--- config.mk ---
export PLATFORM = sky130hd
export DESIGN_NAME = adc_average_voltmeter_display
export DESIGN_NICKNAME = d
export VERILOG_FILES = /design/src/rtl/avm_pkg.sv /design/src/rtl/avm_accum.sv /design/src/rtl/avm_display.sv /design/src/rtl/adc_average_voltmeter_display.sv
export SDC_FILE = /design/constraint.sdc
export NUM_CORES = 1
export LEC_CHECK = 0
export BUFFER_PORTS_ARGS = -buffer_cell sky130_fd_sc_hd__buf_2
export CORE_MARGIN = 3
export CORE_UTILIZATION = 63
export CTS_BUF_LIST = sky130_fd_sc_hd__clkbuf_16
export DETAILED_ROUTE_END_ITERATION = 10
export GPL_TIMING_DRIVEN = 0
export PLACE_DENSITY = 0.9
export SKIP_LAST_GASP = 1
export SLEW_MARGIN = 20
export SYNTH_ARGS = -nofsm -noshare
export SYNTH_HDL_FRONTEND = slang
export SYNTH_SLANG_ARGS = --single-unit
--- constraint.sdc ---
create_clock -name clk -period 6.9 [get_ports clk]
set_input_delay 1.38 -clock clk [delete_from_list [all_inputs] [get_ports clk]]
set_output_delay 1.38 -clock clk [all_outputs]
set_load 0.03 [all_outputs]
--- src/rtl/avm_pkg.sv ---
// Shared types and constants for the averaging voltmeter with two-digit display.
// Holds the beat structs, field widths, the segment table and digit helpers.
// No dependencies.
`timescale 1ns / 1ps

package avm_pkg;

	localparam int SAMPLE_W = 10;
	localparam int SUM_W    = 14;
	localparam int COUNT_W  = 4;
	localparam int VOLT_W   = 6;
	localparam int SEG_W    = 7;
	localparam int DIGIT_W  = 4;

	// Full-scale converter code and full-scale voltage in tenths
	localparam int FULL_CODE   = 1023;
	localparam int FULL_TENTHS = 33;

	localparam logic MODE_SAMPLE = 1'b0;
	localparam logic MODE_TICK   = 1'b1;

	typedef struct packed {
		logic                mode;
		logic [SAMPLE_W-1:0] sample_value;
	} item_t;

	typedef struct packed {
		logic [SEG_W-1:0]  segments;
		logic              high_digit_enable;
		logic              low_digit_enable;
		logic [VOLT_W-1:0] shown_value;
	} result_t;

	localparam logic [SEG_W-1:0] SEG_TABLE [10] = '{
		7'h3F, 7'h06, 7'h5B, 7'h4F, 7'h66, 7'h6D, 7'h7D, 7'h07, 7'h7F, 7'h6F
	};

	function automatic logic [DIGIT_W-1:0] tens_of(input logic [VOLT_W-1:0] v);
		logic [DIGIT_W-1:0] t;
		if (v >= VOLT_W'(60))
			t = DIGIT_W'(6);
		else if (v >= VOLT_W'(50))
			t = DIGIT_W'(5);
		else if (v >= VOLT_W'(40))
			t = DIGIT_W'(4);
		else if (v >= VOLT_W'(30))
			t = DIGIT_W'(3);
		else if (v >= VOLT_W'(20))
			t = DIGIT_W'(2);
		else if (v >= VOLT_W'(10))
			t = DIGIT_W'(1);
		else
			t = DIGIT_W'(0);
		return t;
	endfunction

	function automatic logic [SEG_W-1:0] digit_pattern(input logic [DIGIT_W-1:0] d);
		logic [SEG_W-1:0] p;
		if (d > DIGIT_W'(9))
			p = SEG_TABLE[9];
		else
			p = SEG_TABLE[d];
		return p;
	endfunction

endpackage

--- src/rtl/avm_accum.sv ---
// Sample accumulator: sums a group of converter samples and, on the last one,
// scales the sum to tenths of a volt with a constant reciprocal multiply.
// Depends on avm_pkg.
`timescale 1ns / 1ps

module avm_accum import avm_pkg::*; #(
	parameter int SAMPLES = 8
) (
	input  logic                clk,
	input  logic                arst_n,
	input  logic                sample_en,
	input  logic [SAMPLE_W-1:0] sample_value,
	output logic [VOLT_W-1:0]   tenths
);

	localparam longint unsigned DIVISOR = longint'(SAMPLES) * FULL_CODE;
	localparam int              DIV_L   = $clog2(DIVISOR);
	localparam int              SHIFT   = SUM_W + 6 + DIV_L;
	localparam longint unsigned MAGIC   = ((64'd1 << SHIFT) + DIVISOR - 1) / DIVISOR;
	localparam longint unsigned K_VAL   = MAGIC * FULL_TENTHS;
	localparam int              KW      = $clog2(K_VAL + 1);
	localparam int              PROD_W  = SUM_W + KW;

	logic [SUM_W-1:0]   sum_q;
	logic [COUNT_W-1:0] count_q;
	logic [VOLT_W-1:0]  tenths_q;
	logic [SUM_W-1:0]   sum_next;
	logic [COUNT_W:0]   count_next;
	logic               group_done;
	logic [KW-1:0]      k_const;
	logic [PROD_W-1:0]  product;

	assign sum_next   = sum_q + SUM_W'(sample_value);
	assign count_next = {1'b0, count_q} + (COUNT_W+1)'(1);
	assign group_done = count_next >= (COUNT_W+1)'(SAMPLES);
	assign k_const    = KW'(K_VAL);
	assign product    = PROD_W'(sum_next) * PROD_W'(k_const);

	always_ff @(posedge clk or negedge arst_n) begin
		if (!arst_n) begin
			sum_q    <= '0;
			count_q  <= '0;
			tenths_q <= '0;
		end else if (sample_en) begin
			if (group_done) begin
				sum_q    <= '0;
				count_q  <= '0;
				tenths_q <= product[SHIFT+VOLT_W-1:SHIFT];
			end else begin
				sum_q   <= sum_next;
				count_q <= count_next[COUNT_W-1:0];
			end
		end
	end

	assign tenths = tenths_q;

endmodule

--- src/rtl/avm_display.sv ---
// Display multiplexer: splits the held voltage into two digits and forms the
// segment beat for the digit whose turn it is, then flips to the other digit.
// Depends on avm_pkg.
`timescale 1ns / 1ps

module avm_display import avm_pkg::*; (
	input  logic              clk,
	input  logic              arst_n,
	input  logic              tick_en,
	input  logic [VOLT_W-1:0] tenths,
	output result_t           result
);

	logic               show_high_q;
	logic [DIGIT_W-1:0] tens;
	logic [DIGIT_W-1:0] units;
	logic [VOLT_W-1:0]  units_wide;

	assign tens       = tens_of(tenths);
	assign units_wide = tenths - VOLT_W'(tens) * VOLT_W'(10);
	assign units      = units_wide[DIGIT_W-1:0];

	always_ff @(posedge clk or negedge arst_n) begin
		if (!arst_n) begin
			show_high_q <= 1'b1;
		end else if (tick_en) begin
			show_high_q <= !show_high_q;
		end
	end

	always_comb begin
		result.segments          = show_high_q ? digit_pattern(tens) : digit_pattern(units);
		result.high_digit_enable = show_high_q;
		result.low_digit_enable  = !show_high_q;
		result.shown_value       = tenths;
	end

endmodule

--- src/rtl/adc_average_voltmeter_display.sv ---
// Top level of the averaging voltmeter with two-digit seven-segment display.
// Instantiates avm_accum and avm_display; depends on avm_pkg.
//
//   beat      valid          stall          payload
//   input     item_valid     item_stall     item   (item_t: mode, sample_value)
//   output    result_valid   result_stall   result (result_t: segments, enables, value)
//
// One item per cycle while the input is not stalled: each item passes through the input
// register, and a refresh tick's beat is then registered into the output register.
// Sample items produce no output beat and never wait on the output side.
// A stalled output holds its beat; the input stalls only when a tick sits in
// the input register behind a full, stalled output register.
// Reset clears the sum, count and voltage, and selects the tens digit first.
`timescale 1ns / 1ps

module adc_average_voltmeter_display import avm_pkg::*; #(
	parameter int SAMPLES = 8
) (
	input  logic    clk,
	input  logic    arst_n,
	input  logic    item_valid,
	output logic    item_stall,
	input  item_t   item,
	output logic    result_valid,
	input  logic    result_stall,
	output result_t result
);

	logic              item_valid_s1;
	item_t             item_s1;
	logic              result_valid_q;
	result_t           result_q;
	logic              res_ready;
	logic              s1_go;
	logic              sample_en;
	logic              tick_en;
	logic [VOLT_W-1:0] tenths;
	result_t           disp_result;

	assign res_ready  = !result_valid_q || !result_stall;
	assign s1_go      = item_valid_s1 && (item_s1.mode == MODE_SAMPLE || res_ready);
	assign item_stall = item_valid_s1 && !s1_go;
	assign sample_en  = s1_go && item_s1.mode == MODE_SAMPLE;
	assign tick_en    = s1_go && item_s1.mode == MODE_TICK;

	always_ff @(posedge clk or negedge arst_n) begin
		if (!arst_n) begin
			item_valid_s1 <= 1'b0;
		end else if (!item_stall) begin
			item_valid_s1 <= item_valid;
		end
	end

	always_ff @(posedge clk) begin
		if (item_valid && !item_stall) begin
			item_s1 <= item;
		end
	end

	avm_accum #(
		.SAMPLES(SAMPLES)
	) u_accum (
		.clk(clk),
		.arst_n(arst_n),
		.sample_en(sample_en),
		.sample_value(item_s1.sample_value),
		.tenths(tenths)
	);

	avm_display u_display (
		.clk(clk),
		.arst_n(arst_n),
		.tick_en(tick_en),
		.tenths(tenths),
		.result(disp_result)
	);

	always_ff @(posedge clk or negedge arst_n) begin
		if (!arst_n) begin
			result_valid_q <= 1'b0;
		end else if (res_ready) begin
			result_valid_q <= tick_en;
		end
	end

	always_ff @(posedge clk) begin
		if (tick_en) begin
			result_q <= disp_result;
		end
	end

	assign result_valid = result_valid_q;
	assign result       = result_q;

endmodule

==> results of run 1 <==
## placed cells by master (no fill, tap or decap), types with 10 or more instances in the layout
cell type / instances
nor2_1: 16
buf_2: 31
nand2_1: 38
fa_1: 18
edfxtp_1: 26
o21ai_0: 20
a21oi_1: 30
ha_1: 119
inv_1: 67
nor3_1: 10
dfrtp_1: 26
## critical path: stages (launching register included)
cell and delay, ps:
dfrtp_1 390, ha_1 230, inv_1 70, fa_1 410
nor2b_1 160, o21ai_0 130, a21boi_0 280, o21ai_0 170
a21oi_2 250, a31oi_2 220, nor2_1 180, xor2_1 340
ha_1 220, inv_1 90, fa_1 550, inv_1 50
ha_1 320, ha_1 310, ha_1 330, and3_2 180
nand4_1 190, a2111oi_4 350, o21ai_1 130, a211oi_2 360
o41a_1 260, xor3_1 220, mux2_2 270
## flip-flops by register name (all words and copies together), names as in the netlist
register	cells
item_s1	11
item_valid_s1	1
result	15
result_valid	1
u_accum.count_q	4
u_accum.sum_q	14
u_accum.tenths	6
u_display.show_high_q	1
## cell type report
class	instances	area, µm²
multi-input combinational	390	3552
fill	505	2182
sequential	53	1458
inverter	66	247.7
timing repair buffer	31	155.1
tap	102	127.6
clock buffer	5	125.1
buffer	7	26.28
clock inverter	3	13.76
## worst min-delay path by stage
stage / from / endpoint / slack [ps] / depth (start not counted)
floorplan: u_accum.tenths[4]$_DFFE_PN0P_ / result[4]$_DFFE_PP_ / 420 / 0
global placement: u_accum.tenths[4]$_DFFE_PN0P_ / result[4]$_DFFE_PP_ / 430 / 0
detailed placement: u_accum.tenths[4]$_DFFE_PN0P_ / result[4]$_DFFE_PP_ / 440 / 0
CTS: u_accum.tenths[4]$_DFFE_PN0P_ / result[4]$_DFFE_PP_ / 460 / 0
global route: u_accum.tenths[4]$_DFFE_PN0P_ / result[4]$_DFFE_PP_ / 470 / 0
finish: u_accum.tenths[4]$_DFFE_PN0P_ / result[4]$_DFFE_PP_ / 460 / 0
## logic make-up after synthesis
group	synth area share, %
and+or+nand+nor	10.94
AOI/OAI and AO/OA	16.60
DFF	27.82
xor gates and xnor gates	3.296
adders and majority gates	35.49
muxes	0.6209
buffers and inverters	5.230
## through the flow
step	setup TNS (ps)	utilization [%]	setup WS [ps]	hold slack, ps
after global routing	-70.92	72.34	-70.92	474.1
after global placement	0	70.00	397.4	428.5
after floorplan	0	-	1197	423.1
after CTS	0	71.81	123.3	458.9
final	0	72.34	116.3	461.0
after detailed placement	0	70.05	187.7	435.5
## repair_timing
action / CTS / global route
resized for setup: 0 / 7
setup endpoints to repair: 0 / 4
buffers inserted: 0 / 0
## per-layer routing
| layer | up-vias | track usage (%) | wire (µm) |
|---|---|---|---|
| met4 | 0 | 9.719 | 300 |
| met5 | - | 0 | 0 |
| met2 | 192 | 45.44 | 6121 |
| li1 | 1952 | - | - |
| met3 | 30 | 3.230 | 710 |
| met1 | 1996 | 31.90 | 4975 |
==> impl_metrics.yaml, run 1 <==
clock_network:
  cts_buffers: 5
  cts-root-buf: "clkbuf_16"
  clock_latency_ps: 290
  clk_pin_slew_ps: 70
  cts_sinks: 53
  h-tree-depth: 2
  cts_tree: "done"
  cts_buffer_depth: 2
  hold_buffers: 0
worst_setup_path:
  r2r_setup_slack_ps: 120
  worstPathRequired_ps: 7070
  r2r-end: "u_accum.tenths[5]$_DFFE_PN0P_"
  endpoint_kind: "flop"
  cp_data_arrival_time_ps: 6950
  start_kind: "flop"
  timing.rr.start: "u_accum.sum_q[0]$_DFFE_PN0P_"
  path_max_fanout: 6
  endpoint: "u_accum.tenths[5]$_DFFE_PN0P_"
  crit_start: "u_accum.sum_q[0]$_DFFE_PN0P_"
  r2r_cells: 26
  critPathKind: "reg -> reg"
synth:
  ys_types: 71
  ys.warnings.count: 0
  synthArstFlopShare_pct: 50.94
  syn_inst: 516
  syn-cell-area_um2: 5239
  synth_most_common_cell: "ha_1"
  syn_area_per_cell_um2: 10.15
  synthTopCellsByCount: "ha_1 (119), inv_1 (66), nand2_1 (38)"
  ys_ff_latch: 53
  netlist_top_cells_area: "ha_1 (28%), edfxtp_1 (15%), dfrtp_1 (12%), fa_1 (6.9%), inv_1 (4.7%)"
  ys_dominant_reg_cell: "edfxtp_1"
  synth_top_cell_by_area: "ha_1"
  syn-num-nets: 668
  synth_top_area_share_pct: 28.42
  yosysSeqAreaShare_pct: 27.82
  synth_edf_count: 26
placement:
  dp_hpwl_um: 9312
  io_buffers: 31
  placed_area_um2: 5525
  gp_congestion: 0.9319
  post-place-cells: 649
hold_path:
  hold_path.class: "reg -> reg"
floorplan:
  core_um2: 7888
  initial_utilization_pct: 66.42
  die_w_um: 97.19
  die_y_um: 97.19
  rows: 32
  fp.dieArea_um2: 9446
  ios: 32
grt:
  grt_pass1_wl_um: 20210
  grt_pass1_vias: 4318
  grtUsageTotal_pct: 25.67
  grt_start_max_net_pins: 28
  grt_antenna_before_repair: 0
  overflow: 0
routing:
  vias: 4170
  avgRoutedWirePerCell_um: 18.43
  drc_errors: 0
  firstDrtPassIters: 7
  drt_iter0_drc: 269
  ant_nets: 0
  vias_per_cell: 6.347
  routed_wl_um: 12110
sta:
  finalHoldViolations: 0
  clock.fmax_mhz: 147.4
  setup_viol: 0
  skew_ps: 5.998
  max_slew.worst_pin.slew_ps: 958.9
  maxSlewViolCount: 0
  timing.final.crit_share_pct: 98.31
  relSlewSlack_pct: 36.07
  min_period_ps: 6784
layout:
  layout.cells.non_filler: 657
  final_cell_area_um2: 5705
  antenna_cells: 0
  area_delta_synth_final_pct: 8.908
  layout.nets: 706
  drive_above_1_share_pct: 12.79
flow_run:
  drv_cap: 0
outcome:
  status: "complete, no violations"
Power of run 1 is left out: the tool's default activity adds up to more than one toggle a clock period on the data nets, which glitch-free logic cannot reach.
==> run 2: changes to the inputs <==
Settings changed: CORE_MARGIN 3 to 10.
==> run 2 against run 1 <==
Against the previous run:
- first-iteration DRC count up 24%
- critical path type unchanged
- worst setup slack lost 0.91 ps
- non-clock buffer count stayed put
- maximum frequency about the same
- core utilization fell by 1.7 points
- clock skew increased by 7.3 ps
- via count grew 3.5%
- wire length increased by 11%
==> impl_metrics.yaml, run 2 (synthesis gave the netlist of run 1 again) <==
outcome:
  status: "complete, no violations"
placement:
  dp_hpwl_um: 9991
  gp_congestion: 0.9408
  io_buffers: 31
  post-place-cells: 652
worst_setup_path:
  crit_path_max_incr_delay_ps: 600
  cp.depth: 26
  crit_start: "item_s1[0]$_DFFE_PP_"
  r2r-end: "u_accum.tenths[5]$_DFFE_PN0P_"
  endpoint: "u_accum.tenths[5]$_DFFE_PN0P_"
  path_buf_inv: 3
  timing.rr.start: "item_s1[0]$_DFFE_PP_"
  endpoint_kind: "flop"
  crit_slowest_cell: "fa_1"
  worstPathRequired_ps: 7080
  r2r_cells: 26
  cp_data_arrival_time_ps: 6960
  start_kind: "flop"
  path_max_fanout: 6
  cp_common_cell: "ha_1"
  r2r_setup_slack_ps: 120
  critPathKind: "reg -> reg"
  path_delay_family: "compound AO/OA/AOI/OAI gates"
floorplan:
  die_y_um: 111.2
  rows: 33
  ios: 32
  die_w_um: 111.2
  initial_utilization_pct: 64.41
  fp.dieArea_um2: 12360
  core_um2: 8134
layout:
  largest_reg_flops: 15
  postLayoutCoreUtil_pct: 70.60
  layout.cells.non_filler: 660
  fillers: 505
  final_cell_mix: "ha_1 (119), inv_1 (67), nand2_1 (38), buf_2 (31), a21oi_1 (30)"
  layout.nets: 706
  area_delta_synth_final_pct: 9.625
  multi_input_area_um2: 3562
  final_common_cell: "ha_1"
  drive_above_1_share_pct: 12.79
  antenna_cells: 0
  ff_latch_area_um2: 1458
routing:
  vias_per_cell: 6.541
  ant_nets: 0
  drc_errors: 0
  drt_iter0_drc: 333
  firstDrtPassIters: 6
  routed_wl_um: 13490
  vias: 4317
  avgRoutedWirePerCell_um: 20.44
grt:
  grt_pass1_vias: 4356
  grtUsageTotal_pct: 20.39
  overflow: 0
  grt_antenna_before_repair: 0
  grt_start_max_net_pins: 28
  grt_pass1_wl_um: 21330
sta:
  setup_viol: 0
  min_period_ps: 6785
  timing.final.crit_share_pct: 98.33
  clock.fmax_mhz: 147.4
  max_slew.worst_pin.slew_ps: 986.7
  relSlewSlack_pct: 34.22
  holdWs_ps: 491.3
  skew_ps: 13.29
  finalHoldViolations: 0
  maxSlewViolCount: 0
clock_network:
  clock_latency_ps: 300
  cts_sinks: 53
  cts_buffer_depth: 2
  cts_tree: "done"
  h-tree-depth: 2
  clk_pin_slew_ps: 80
  cts_buffers: 5
  cts-root-buf: "clkbuf_16"
  hold_buffers: 0
flow_run:
  drv_cap: 0
hold_path:
  hold_path.class: "reg -> reg"
==> run 2: cell types whose count changed in the layout (fill, tap and decap cells not counted) <==
cell       previous run  this run
xor2_1                7         6
a21boi_0              1         0
o41ai_2               0         1
a21boi_1              0         1
clkinv_2              2         0
a211oi_1              4         5
clkinv_1              0         1
a211oi_2              2         1
o41ai_1               1         0
xor2_2                0         1
bufinv_16             0         1
==> run 2: area by class of cell <==
cell class | count | share of cell area (%)
Timing Repair Buffer | 31 | 2.702
Clock inverter | 3 | 0.6536
Inverter | 66 | 4.314
Buffer | 7 | 0.4575
Sequential cell | 53 | 25.38
Multi-Input combinational cell | 390 | 62.03
Clock buffer | 5 | 2.179
Tap cell | 105 | 2.288
==> run 2: how the worst min path moves through the flow <==
stage                                      to  slack [ps]                          start  cells after the start
after floorplan           result[4]$_DFFE_PP_         420  u_accum.tenths[4]$_DFFE_PN0P_                      0
after global placement    result[4]$_DFFE_PP_         430  u_accum.tenths[4]$_DFFE_PN0P_                      0
after detailed placement  result[4]$_DFFE_PP_         440  u_accum.tenths[4]$_DFFE_PN0P_                      0
after CTS                 result[4]$_DFFE_PP_         480  u_accum.tenths[4]$_DFFE_PN0P_                      0
after global routing      result[4]$_DFFE_PP_         500  u_accum.tenths[4]$_DFFE_PN0P_                      0
final                     result[3]$_DFFE_PP_         490  u_accum.tenths[3]$_DFFE_PN0P_                      0
==> run 2: routing by layer <==
metal | track usage (%) | vias to the layer above | part of all wire, %
li1 | - | 1934 | -
met1 | 23.17 | 2058 | 38
met2 | 36.15 | 259 | 50
met3 | 4.004 | 66 | 7.3
met4 | 8.740 | 0 | 4.5
met5 | 0 | - | 0
==> run 2: per-stage QoR <==
step | area, µm² | TNS [ps] | setup WS (ps)
floorplan | 5239 | 0 | 1197
global placement | 5525 | 0 | 341.4
detailed placement | 5529 | 0 | 118.9
CTS | 5692 | 0 | 50.65
global route | 5743 | -147.8 | -74.67
finish | 5743 | 0 | 115.4
==> run 2: repair_timing <==
| item | in CTS | in global routing |
|---|---|---|
| gates resized for setup | 0 | 9 |
| setup endpoints to repair | 0 | 6 |
| endpoints found under the hold margin | 0 | 0 |
| buffers inserted | 0 | 0 |
Power of run 2 is left out for the same reason.
